File: config.mk
export PLATFORM = sky130hd
export DESIGN_NAME = sequenced_chunk_receiver
export DESIGN_NICKNAME = d
export VERILOG_FILES = /design/src/design/scr_pkg.sv /design/src/design/scr_chunk_ctrl.sv /design/src/design/scr_rsp_reg.sv /design/src/design/sequenced_chunk_receiver.sv
export SDC_FILE = /design/constraint.sdc
export NUM_CORES = 1
export LEC_CHECK = 0
export ABC_AREA = 1
export BUFFER_PORTS_ARGS = -buffer_cell sky130_fd_sc_hd__clkbuf_2
export CAP_MARGIN = 10
export CORE_MARGIN = 4
export CORE_UTILIZATION = 55
export CTS_BUF_LIST = sky130_fd_sc_hd__clkbuf_2
export CTS_CLUSTER_SIZE = 10
export DETAILED_ROUTE_END_ITERATION = 7
export PLACE_DENSITY = 0.79
export SETUP_SLACK_MARGIN = 0.2
export SYNTH_ARGS = -nofsm -noshare
export SYNTH_HDL_FRONTEND = slang
export SYNTH_HIERARCHICAL = 1
export SYNTH_SLANG_ARGS = --single-unit
File: constraint.sdc
create_clock -name clock -period 6.28 [get_ports clock]
set_input_delay 0.942 -clock clock [delete_from_list [all_inputs] [get_ports clock]]
set_output_delay 0.942 -clock clock [all_outputs]
set_load 0.02 [all_outputs]
File: src/design/scr_pkg.sv
`timescale 1ns / 1ps
`default_nettype none
// ----------------------------------------------------------------------------
// Sequenced chunk receiver package
// Request and response types, command codes and status codes shared by the
// receiver's modules and its checker.
// ----------------------------------------------------------------------------
package scr_pkg;

   // Command codes carried by a request.
   localparam logic [1:0] CMD_BYTE   = 2'd0;
   localparam logic [1:0] CMD_ARM    = 2'd1;
   localparam logic [1:0] CMD_DISARM = 2'd2;

   // Status codes reported with each response.
   localparam logic [2:0] ST_PENDING  = 3'd0;
   localparam logic [2:0] ST_ACCEPTED = 3'd1;
   localparam logic [2:0] ST_MARKER   = 3'd2;
   localparam logic [2:0] ST_SMALL    = 3'd3;
   localparam logic [2:0] ST_ORDER    = 3'd4;
   localparam logic [2:0] ST_OVERFLOW = 3'd5;
   localparam logic [2:0] ST_UNARMED  = 3'd6;

   // Header byte that marks the obsolete end-of-transfer chunk.
   localparam logic [7:0] MARKER_BYTE = 8'hFF;

   // Number of header bytes at the start of every chunk.
   localparam int HeaderBytes = 2;

   typedef struct packed {
      logic [1:0] command;
      logic [7:0] data_byte;
      logic       chunk_last;
   } request_type;

   typedef struct packed {
      logic        payload_valid;
      logic [7:0]  payload_out;
      logic        chunk_end;
      logic [2:0]  status;
      logic        armed_now;
      logic [31:0] total_received;
   } response_type;

endpackage
`default_nettype wire

File: src/design/scr_chunk_ctrl.sv
`timescale 1ns / 1ps
`default_nettype none
// ----------------------------------------------------------------------------
// Chunk control
// Holds the receiver state (armed flag, byte totals, expected sequence id,
// chunk byte count, header bytes) and judges one request per cycle in which a request is taken.
// ----------------------------------------------------------------------------
module scr_chunk_ctrl #(
   parameter int MAX_CHUNK_BYTES = 512
) (
   input  wire                  clock,
   input  wire                  reset,
   input  wire                  req_accept,
   input  wire scr_pkg::request_type req_data,
   input  wire [31:0]           transfer_size,
   output scr_pkg::response_type rsp_next
);

   // The count saturates one past the chunk limit.
   localparam int CountWidth = $clog2(MAX_CHUNK_BYTES + 2);
   localparam logic [CountWidth-1:0] MaxCount   = CountWidth'(MAX_CHUNK_BYTES);
   localparam logic [CountWidth-1:0] HeaderCnt  = CountWidth'(scr_pkg::HeaderBytes);
   localparam logic [CountWidth-1:0] MinLength  = CountWidth'(scr_pkg::HeaderBytes + 1);

   logic                  armed_ff, armed_in;
   logic [31:0]           bytes_ff, bytes_in;
   logic [15:0]           next_id_ff, next_id_in;
   logic [CountWidth-1:0] count_ff, count_in;
   logic [7:0]            hdr0_ff, hdr0_in;
   logic [7:0]            hdr1_ff, hdr1_in;

   logic [7:0]            hdr0_new;
   logic [7:0]            hdr1_new;
   logic [CountWidth-1:0] length;
   logic [CountWidth-1:0] payload_len;
   logic [32:0]           new_total;
   logic                  total_exceeded;
   logic                  is_payload;
   logic [2:0]            end_status;

   // Header capture and byte count for a chunk byte.
   assign hdr0_new    = (count_ff == '0) ? req_data.data_byte : hdr0_ff;
   assign hdr1_new    = (count_ff == CountWidth'(1)) ? req_data.data_byte : hdr1_ff;
   assign length      = (count_ff <= MaxCount) ? count_ff + CountWidth'(1) : count_ff;
   assign payload_len = length - HeaderCnt;
   assign is_payload  = (count_ff >= HeaderCnt) && (count_ff < MaxCount);

   // Running total check against the configured transfer size.
   assign new_total      = {1'b0, bytes_ff} + 33'(payload_len);
   assign total_exceeded = new_total > {1'b0, transfer_size};

   // Judgement of a finished chunk.
   always_comb begin
      if (length == HeaderCnt && hdr0_new == scr_pkg::MARKER_BYTE &&
          hdr1_new == scr_pkg::MARKER_BYTE) begin
         end_status = scr_pkg::ST_MARKER;
      end else if (length < MinLength) begin
         end_status = scr_pkg::ST_SMALL;
      end else if ({hdr1_new, hdr0_new} != next_id_ff) begin
         end_status = scr_pkg::ST_ORDER;
      end else if (length > MaxCount || total_exceeded) begin
         end_status = scr_pkg::ST_OVERFLOW;
      end else begin
         end_status = scr_pkg::ST_ACCEPTED;
      end
   end

   // Next state and response for the current request.
   always_comb begin
      armed_in   = armed_ff;
      bytes_in   = bytes_ff;
      next_id_in = next_id_ff;
      count_in   = count_ff;
      hdr0_in    = hdr0_ff;
      hdr1_in    = hdr1_ff;
      rsp_next   = '0;
      rsp_next.status = scr_pkg::ST_PENDING;

      unique case (req_data.command) inside
         scr_pkg::CMD_ARM, scr_pkg::CMD_DISARM: begin
            armed_in   = (req_data.command == scr_pkg::CMD_ARM);
            bytes_in   = '0;
            next_id_in = '0;
            count_in   = '0;
            hdr0_in    = '0;
            hdr1_in    = '0;
         end
         scr_pkg::CMD_BYTE: begin
            if (!armed_ff) begin
               rsp_next.status    = scr_pkg::ST_UNARMED;
               rsp_next.chunk_end = req_data.chunk_last;
            end else begin
               hdr0_in  = hdr0_new;
               hdr1_in  = hdr1_new;
               count_in = length;
               if (is_payload) begin
                  rsp_next.payload_valid = 1'b1;
                  rsp_next.payload_out   = req_data.data_byte;
               end
               if (req_data.chunk_last) begin
                  rsp_next.chunk_end = 1'b1;
                  rsp_next.status    = end_status;
                  count_in           = '0;
                  if (end_status == scr_pkg::ST_ACCEPTED) begin
                     bytes_in   = new_total[31:0];
                     next_id_in = next_id_ff + 16'd1;
                  end else if (end_status != scr_pkg::ST_MARKER) begin
                     // Any error disarms and clears the counters.
                     armed_in   = 1'b0;
                     bytes_in   = '0;
                     next_id_in = '0;
                     hdr0_in    = '0;
                     hdr1_in    = '0;
                  end
               end
            end
         end
         default: begin
         end
      endcase

      rsp_next.armed_now      = armed_in;
      rsp_next.total_received = bytes_in;
   end

   // State registers, updated only when a request is taken.
   always_ff @(posedge clock) begin
      if (reset) begin
         armed_ff   <= 1'b0;
         bytes_ff   <= '0;
         next_id_ff <= '0;
         count_ff   <= '0;
         hdr0_ff    <= '0;
         hdr1_ff    <= '0;
      end else if (req_accept) begin
         armed_ff   <= armed_in;
         bytes_ff   <= bytes_in;
         next_id_ff <= next_id_in;
         count_ff   <= count_in;
         hdr0_ff    <= hdr0_in;
         hdr1_ff    <= hdr1_in;
      end
   end

endmodule
`default_nettype wire

File: src/design/scr_rsp_reg.sv
`timescale 1ns / 1ps
`default_nettype none
// ----------------------------------------------------------------------------
// Response register
// Output stage that holds one response until the consumer takes it, and
// reloads in the same cycle the held response leaves.
// ----------------------------------------------------------------------------
module scr_rsp_reg (
   input  wire                   clock,
   input  wire                   reset,
   input  wire                   load,
   input  wire scr_pkg::response_type load_data,
   input  wire                   rsp_stall,
   output logic                  rsp_valid,
   output scr_pkg::response_type rsp_data,
   output logic                  busy
);

   logic                  valid_ff;
   scr_pkg::response_type data_ff;

   // The stage can take a new response unless a held one is stalled.
   assign busy      = valid_ff && rsp_stall;
   assign rsp_valid = valid_ff;
   assign rsp_data  = data_ff;

   // Valid flag.
   always_ff @(posedge clock) begin
      if (reset) begin
         valid_ff <= 1'b0;
      end else if (load) begin
         valid_ff <= 1'b1;
      end else if (!rsp_stall) begin
         valid_ff <= 1'b0;
      end
   end

   // Response payload.
   always_ff @(posedge clock) begin
      if (load) begin
         data_ff <= load_data;
      end
   end

endmodule
`default_nettype wire

File: src/design/sequenced_chunk_receiver.sv
`timescale 1ns / 1ps
`default_nettype none
// ----------------------------------------------------------------------------
// Sequenced chunk receiver
// Takes chunk bytes one at a time, checks each chunk's sequence id, length
// and the running transfer total, and reports a status per request.
// ----------------------------------------------------------------------------
// Each request produces exactly one response, in the cycle after it is taken.
// A request is taken in every cycle in which the response register is empty
// or its response leaves, so the block sustains one byte per clock while
// responses are not stalled; the chunk control's state is registered when
// each request is taken. Payload bytes come out as they arrive and are to be
// kept only if the chunk ends with status accepted. Write transfer_size only
// while no request is in flight.
module sequenced_chunk_receiver #(
   parameter int MAX_CHUNK_BYTES = 512
) (
   input  wire                   clock,
   input  wire                   reset,
   input  wire                   req_valid,
   output logic                  req_stall,
   input  wire scr_pkg::request_type req_data,
   output logic                  rsp_valid,
   input  wire                   rsp_stall,
   output scr_pkg::response_type rsp_data,
   input  wire                   csr_wr_en,
   input  wire [31:0]            csr_wr_data
);

   logic                  transfer_size_ff;
   logic [31:0]           transfer_size_q_ff;
   logic                  req_accept;
   logic                  rsp_busy;
   scr_pkg::response_type rsp_next;

   assign req_stall  = rsp_busy;
   assign req_accept = req_valid && !rsp_busy;

   // Transfer size register.
   always_ff @(posedge clock) begin
      if (reset) begin
         transfer_size_q_ff <= '0;
      end else if (csr_wr_en) begin
         transfer_size_q_ff <= csr_wr_data;
      end
   end

   // Marks that the size has been written since reset.
   always_ff @(posedge clock) begin
      if (reset) begin
         transfer_size_ff <= 1'b0;
      end else if (csr_wr_en) begin
         transfer_size_ff <= 1'b1;
      end
   end

   scr_chunk_ctrl #(
      .MAX_CHUNK_BYTES (MAX_CHUNK_BYTES)
   ) u_ctrl (
      .clock         (clock),
      .reset         (reset),
      .req_accept    (req_accept),
      .req_data      (req_data),
      .transfer_size (transfer_size_ff ? transfer_size_q_ff : 32'd0),
      .rsp_next      (rsp_next)
   );

   scr_rsp_reg u_rsp (
      .clock     (clock),
      .reset     (reset),
      .load      (req_accept),
      .load_data (rsp_next),
      .rsp_stall (rsp_stall),
      .rsp_valid (rsp_valid),
      .rsp_data  (rsp_data),
      .busy      (rsp_busy)
   );

endmodule
`default_nettype wire

### Word-level counts from Yosys, hierarchy flattened

Index checks and enable logic that the tools add are counted.
W data, S select, Z words.

* register bits: 155
* input port bits: 48
* output and inout bits: 48

* $add $sub $neg: 4
* $lt $le $gt $ge: 6
* equality and inequality tests: 13
* mux-type cells: 41
* reduce and logical (&&, ||, !) cells: 16

Operators by type and width (number)
* $mux W32: 5
* $mux W8: 10
* $mux W16: 4
* $pmux W32 S2: 1
* $add A32 B10 Y33: 1
* $gt A33 B32 Y1: 1
* $pmux W16 S2: 1
* $pmux W8 S2: 2
* $mux W10: 3
* $pmux W10 S2: 1
* $add A16 B1 Y16 const B: 1
* $eq A8 B8 Y1 const B: 2
* $ne A16 B16 Y1: 1
* $mux W3: 4
* $add A10 B1 Y10 const B: 1
* $eq A10 B1 Y1 const B: 1
* $eq A10 B2 Y1 const B: 1
* $ge A10 B2 Y1 const B: 1
* $gt A10 B10 Y1 const B: 1
* $le A10 B10 Y1 const B: 1
* $logic_not A10 Y1: 1
* $lt A10 B10 Y1 const B: 1
* $lt A10 B2 Y1 const B: 1
* $sub A10 B2 Y10 const B: 1
* other kinds (20): 33

### Logic depth before layout (Yosys ltp)

* depth after elaboration: 16
* depth in mapped cells: 40

### Hierarchy

The synthesis kept the hierarchy.

By module, submodules not included
* scr_chunk_ctrl: instances 1, cells an instance 1285, area an instance 7542.2 µm², sequential area each 1501.4 µm²
* sequenced_chunk_receiver: instances 1, cells an instance 276, area an instance 1627.8 µm², sequential area each 660.6 µm²
* scr_rsp_reg: instances 1, cells an instance 51, area an instance 1421.4 µm², sequential area each 1401.3 µm²

### Worst setup path before layout

Ideal clock, no wire load.

* path type: register to register
* start point: register u_ctrl.count_ff[2]
* end point: register u_rsp.data_ff (netlist bit u_rsp/rsp_data[11]) (data pin)
* setup time: 0.262 ns
* arrival: 4.779 ns
* data required time: 6.018 ns
* setup slack: 1.239 ns
* stages on the path, launching flop included: 39
* clock period less this slack: 5.041 ns
* cells stage by stage: dfxtp_1 buf_6 nor2_4 inv_1 nor2_1 nand2_2 nand2_2 nand2_1 o21ai_1 inv_1 nor3_1 xor2_1 ha_1 nand2_1 inv_1 a21oi_1 nand2_1 a21boi_0 (+3 left out) ha_1 nand2_1 nor2_1 nand2_1 nor2_1 nand3_1 nand4_1 nand2_1 nand2_1 nand2_1 nand2_1 nand2_1 nand3_4 inv_2 buf_6 nand3_1 o21ai_1 o21bai_1

RTL lines
* from (decl): RTL line scr_chunk_ctrl.sv:28 `logic [CountWidth-1:0] count_ff, count_in;`
* from (signal assigned): RTL line scr_chunk_ctrl.sv:139 `count_ff <= count_in;`
* to (signal assigned): RTL line scr_rsp_reg.sv:41 `data_ff <= load_data;`
* to (decl): RTL line scr_rsp_reg.sv:20 `scr_pkg::response_type data_ff;`

==> qor.txt <==
Status = finished clean
Nets in the synthesized netlist = 1,713
Flops & latches, synth = 155
Share of final-layout standard cells stronger than drive strength 1 = 0.122
Overall fraction of global-route tracks in use = 0.267
Top cells by area in the synthesized netlist = sky130_fd_sc_hd__dfxtp_1 21%, sky130_fd_sc_hd__nand2_1 16%, sky130_fd_sc_hd__edfxtp_1 13%, sky130_fd_sc_hd__inv_1 9.3%, sky130_fd_sc_hd__ha_1 6.1%
Avg WL per Cell = 15.2 microns
Yosys warning count = 6
Stage delay of the slowest cell on the critical path = 430 ps
Switching share of power = 0.295
Class of the most critical setup path = flip-flop to flip-flop
Aggregate routed wire length = 29,800 microns
Fin cells = 1,966
Data arrival time at the worst-slack endpoint = 6140 ps
Antenna violations before repair = 1
WHS Path Cells = 5
Power Density = 177 nW/um^2
Largest area contributor in the synthesized netlist = sky130_fd_sc_hd__dfxtp_1
Initial core utilization = 0.562
Sum of negative setup slack = 0 ps
Critical path startpoint category = flip-flop
Slowest CP cell = sky130_fd_sc_hd__dfxtp_4
Number of vias per cell = 5.39
TritonCTS buffer count = 17
CTS root buf = sky130_fd_sc_hd__clkbuf_2
Peak supply drop = 0.000107 V
Placer Congestion = 0.975
Clk pwr share = 0.342
Clock H-tree levels = 4
Total power consumption of the routed design = 2.07 mW
Number of nets still failing antenna checks after routing = 0
Kind of end point of the critical path = flip-flop
Max Transition Viols Final = 0
Relative slew slack = 0.236
Largest buffer count on any clock path = 2
Int Power = 1.46 mW
Maximum number of pins on one net before global-route repair = 67
Wire length of the first global-routing pass = 47,300 microns
Count of final setup violators = 0
First-pass iteration count of the detailed router = 6
Total overflow reported by the global router = 0
Dominant synthesized flop cell = sky130_fd_sc_hd__dfxtp_1
Cell count after placement = 1,930
Number of cells on the worst reg-to-reg path = 38
Slew at the pin closest to its max-slew limit = 1150 ps
Critical path fanouts, max = 8
CTS Hold Buffers Added = 0
Area growth from synthesis to layout = 10.2%
Async set or reset register ratio after synthesis = 0
Count of endpoints failing hold in the final timing report = 0
Post-DP HPWL = 21,500 microns
Area of the mapped netlist = 10,600 sq um
Total I/O pin count = 96
DIE AREA = 21,500 sq um
Port Buffers = 95
Worst hold endpoint = transfer_size_q_ff[18]
Die width = 147 microns
Fillers = 1,796
Required time of the worst setup path = 6790 ps
Hold WC Path Type = input pin to flip-flop
Sequential Power Share = 0.526
Max frequency = 0.178 GHz
Net count of the finished layout = 1,793
Register area = 3580 sq um
Later-pin clock latency in the skew report = 750 ps
Number of clock sinks seen by CTS = 155
Most repeated library cell on the critical path = sky130_fd_sc_hd__nand2_1
Number of violations reported at the end of detailed-routing iteration 0 = 1,377
Static leakage power = 5.59 nW
RSZ-0062 raised after global routing = no
Worst Min Path Start = csr_wr_data[18]
Standard cell core area = 18,800 sq um
R2r endpoint = u_rsp/rsp_data[18]
Beginning of the worst register-to-register path = u_ctrl/count_ff[2]
Clock tree from TritonCTS = yes
Detailed-route via count = 10,587
Combinational share of power = 0.132
Period utilisation layout = 0.895
Part of the Yosys area used for sequential elements = 0.336
Clk_skew = 38.6 ps
# rows = 50
Clock edge transition at the registers on the reported setup and hold paths = 240 ps
Synthesized instance count = 1,612
Die extent in y = 147 microns
Most numerous cell types in the synthesized netlist = 446 x sky130_fd_sc_hd__nand2_1, 262 x sky130_fd_sc_hd__inv_1, 169 x sky130_fd_sc_hd__nor2_1
P_sw = 0.610 mW
Number of enable-type register cells in the synthesized netlist = 46
Most numerous cell in the Yosys netlist = sky130_fd_sc_hd__nand2_1
Max-capacitance violation count = 0
Avg Cell Area, Syn = 6.57 sq um
Shortest clock period the worst path allows after layout = 5620 ps
Via count of the first global-routing pass = 9,217
Yosys cell types = 47
Share of the synthesized area in the top cell type = 0.206
Worst Hold Slack = 434 ps
Combined area of the multi-input logic cells = 5780 sq um
Remaining design rule violation count = 0
Internal reg-to-reg setup slack = 660 ps
Post-Route Utilization = 0.620
## cells in the final DEF, fill, tap and decap left out, types with 8 or more instances in the layout
cell,instances
sky130_fd_sc_hd__a21oi_1,106
sky130_fd_sc_hd__buf_4,19
sky130_fd_sc_hd__clkbuf_2,114
sky130_fd_sc_hd__dfxtp_1,100
sky130_fd_sc_hd__edfxtp_1,46
sky130_fd_sc_hd__ha_1,51
sky130_fd_sc_hd__inv_1,261
sky130_fd_sc_hd__nand2_1,445
sky130_fd_sc_hd__nand2_2,8
sky130_fd_sc_hd__nand3_1,122
sky130_fd_sc_hd__nand4_1,31
sky130_fd_sc_hd__nor2_1,163
sky130_fd_sc_hd__nor2_2,9
sky130_fd_sc_hd__nor3_1,24
sky130_fd_sc_hd__o21ai_0,56
sky130_fd_sc_hd__o21ai_1,16
sky130_fd_sc_hd__o22ai_2,8
sky130_fd_sc_hd__xor2_1,34
## what timing repair did
action | 4_1_cts | 5_1_grt
resized for setup | 1 | 32
buffers inserted | 0 | 2
gates cloned | 0 | 1
endpoints found under the setup margin | 4 | 99
pin swaps | 0 | 7
endpoints found under the hold margin | 0 | 0
## per-stage QoR
stage	instance area [sq um]	setup WS, ps
2_1_floorplan	10600	1240
3_3_place_gp	11300	312
3_5_place_dp	11300	224
4_1_cts	11600	270
5_1_grt	11700	165
6_report	11700	657
## worst max-delay path, delay by kind of cell (launching register included)
family                   cells  cell delay (ps)
AND/OR/NAND/NOR             22             2340
adder cells (fa/ha/maj)      2              620
flip-flops                   1              430
XOR/XNOR                     2              510
AO/OA/AOI/OAI                5              790
buffers and inverters        7              720
## power groups by stage
| stage | registers, mW | logic, mW | clock network [mW] |
|---|---|---|---|
| after floorplan | 1.12 | 0.172 | 0 |
| after global placement | 1.11 | 0.263 | 0 |
| after detailed placement | 1.11 | 0.266 | 0 |
| after CTS | 1.09 | 0.268 | 0.721 |
| after global routing | 1.09 | 0.304 | 0.758 |
| final | 1.09 | 0.273 | 0.707 |
## logic make-up after synthesis
group / after synthesis / share of synthesized area
simple gates: 825 / 0.330
flops: 155 / 0.336
buf+inv: 327 / 0.125
fa+ha+maj: 53 / 0.0633
compound gates: 212 / 0.112
xor+xnor: 40 / 0.0331
## routing by layer
| metal | global-route usage | share of wire |
|---|---|---|
| met1 | 0.400 | 0.46 |
| met2 | 0.397 | 0.43 |
| met3 | 0.0469 | 0.094 |
| met4 | 0.0743 | 0.020 |
| met5 | 0 | 0 |
## flip-flops by register name, indices dropped and copies added (netlist names)
signal	count
transfer_size_ff	1
u_ctrl/count_ff	10
u_ctrl/hdr0_ff	8
u_ctrl/next_id_ff	16
transfer_size_q_ff	32
u_ctrl/bytes_ff	32
u_ctrl/hdr1_ff	8
u_rsp/rsp_valid	1
u_rsp/rsp_data	46
u_ctrl/armed_ff	1
## worst max-delay path by stage
stage | cells past startpoint | end | slack [ps] | start
final | 38 | u_rsp/rsp_data[18] | 660 | u_ctrl/count_ff[2]
after global routing | 39 | u_rsp/rsp_data[29] | 160 | u_ctrl/count_ff[2]
after CTS | 37 | u_rsp/rsp_data[15] | 270 | u_ctrl/count_ff[2]
after detailed placement | 36 | u_rsp/rsp_data[15] | 220 | u_ctrl/count_ff[4]
after global placement | 37 | u_rsp/rsp_data[7] | 310 | u_ctrl/count_ff[4]
after floorplan | 38 | u_rsp/rsp_data[11] | 1240 | u_ctrl/count_ff[2]
## cell type report
class	instances	share of cell area
Antenna cell	1	0.000214
Clock buffer	19	0.00814
Clock inverter	13	0.0182
Inverter	270	0.0870
Multi-Input combinational cell	1131	0.495
Sequential cell	155	0.307
Tap cell	260	0.0279
Timing Repair Buffer	117	0.0569
Note: power is estimated with default switching activity, not from simulation.
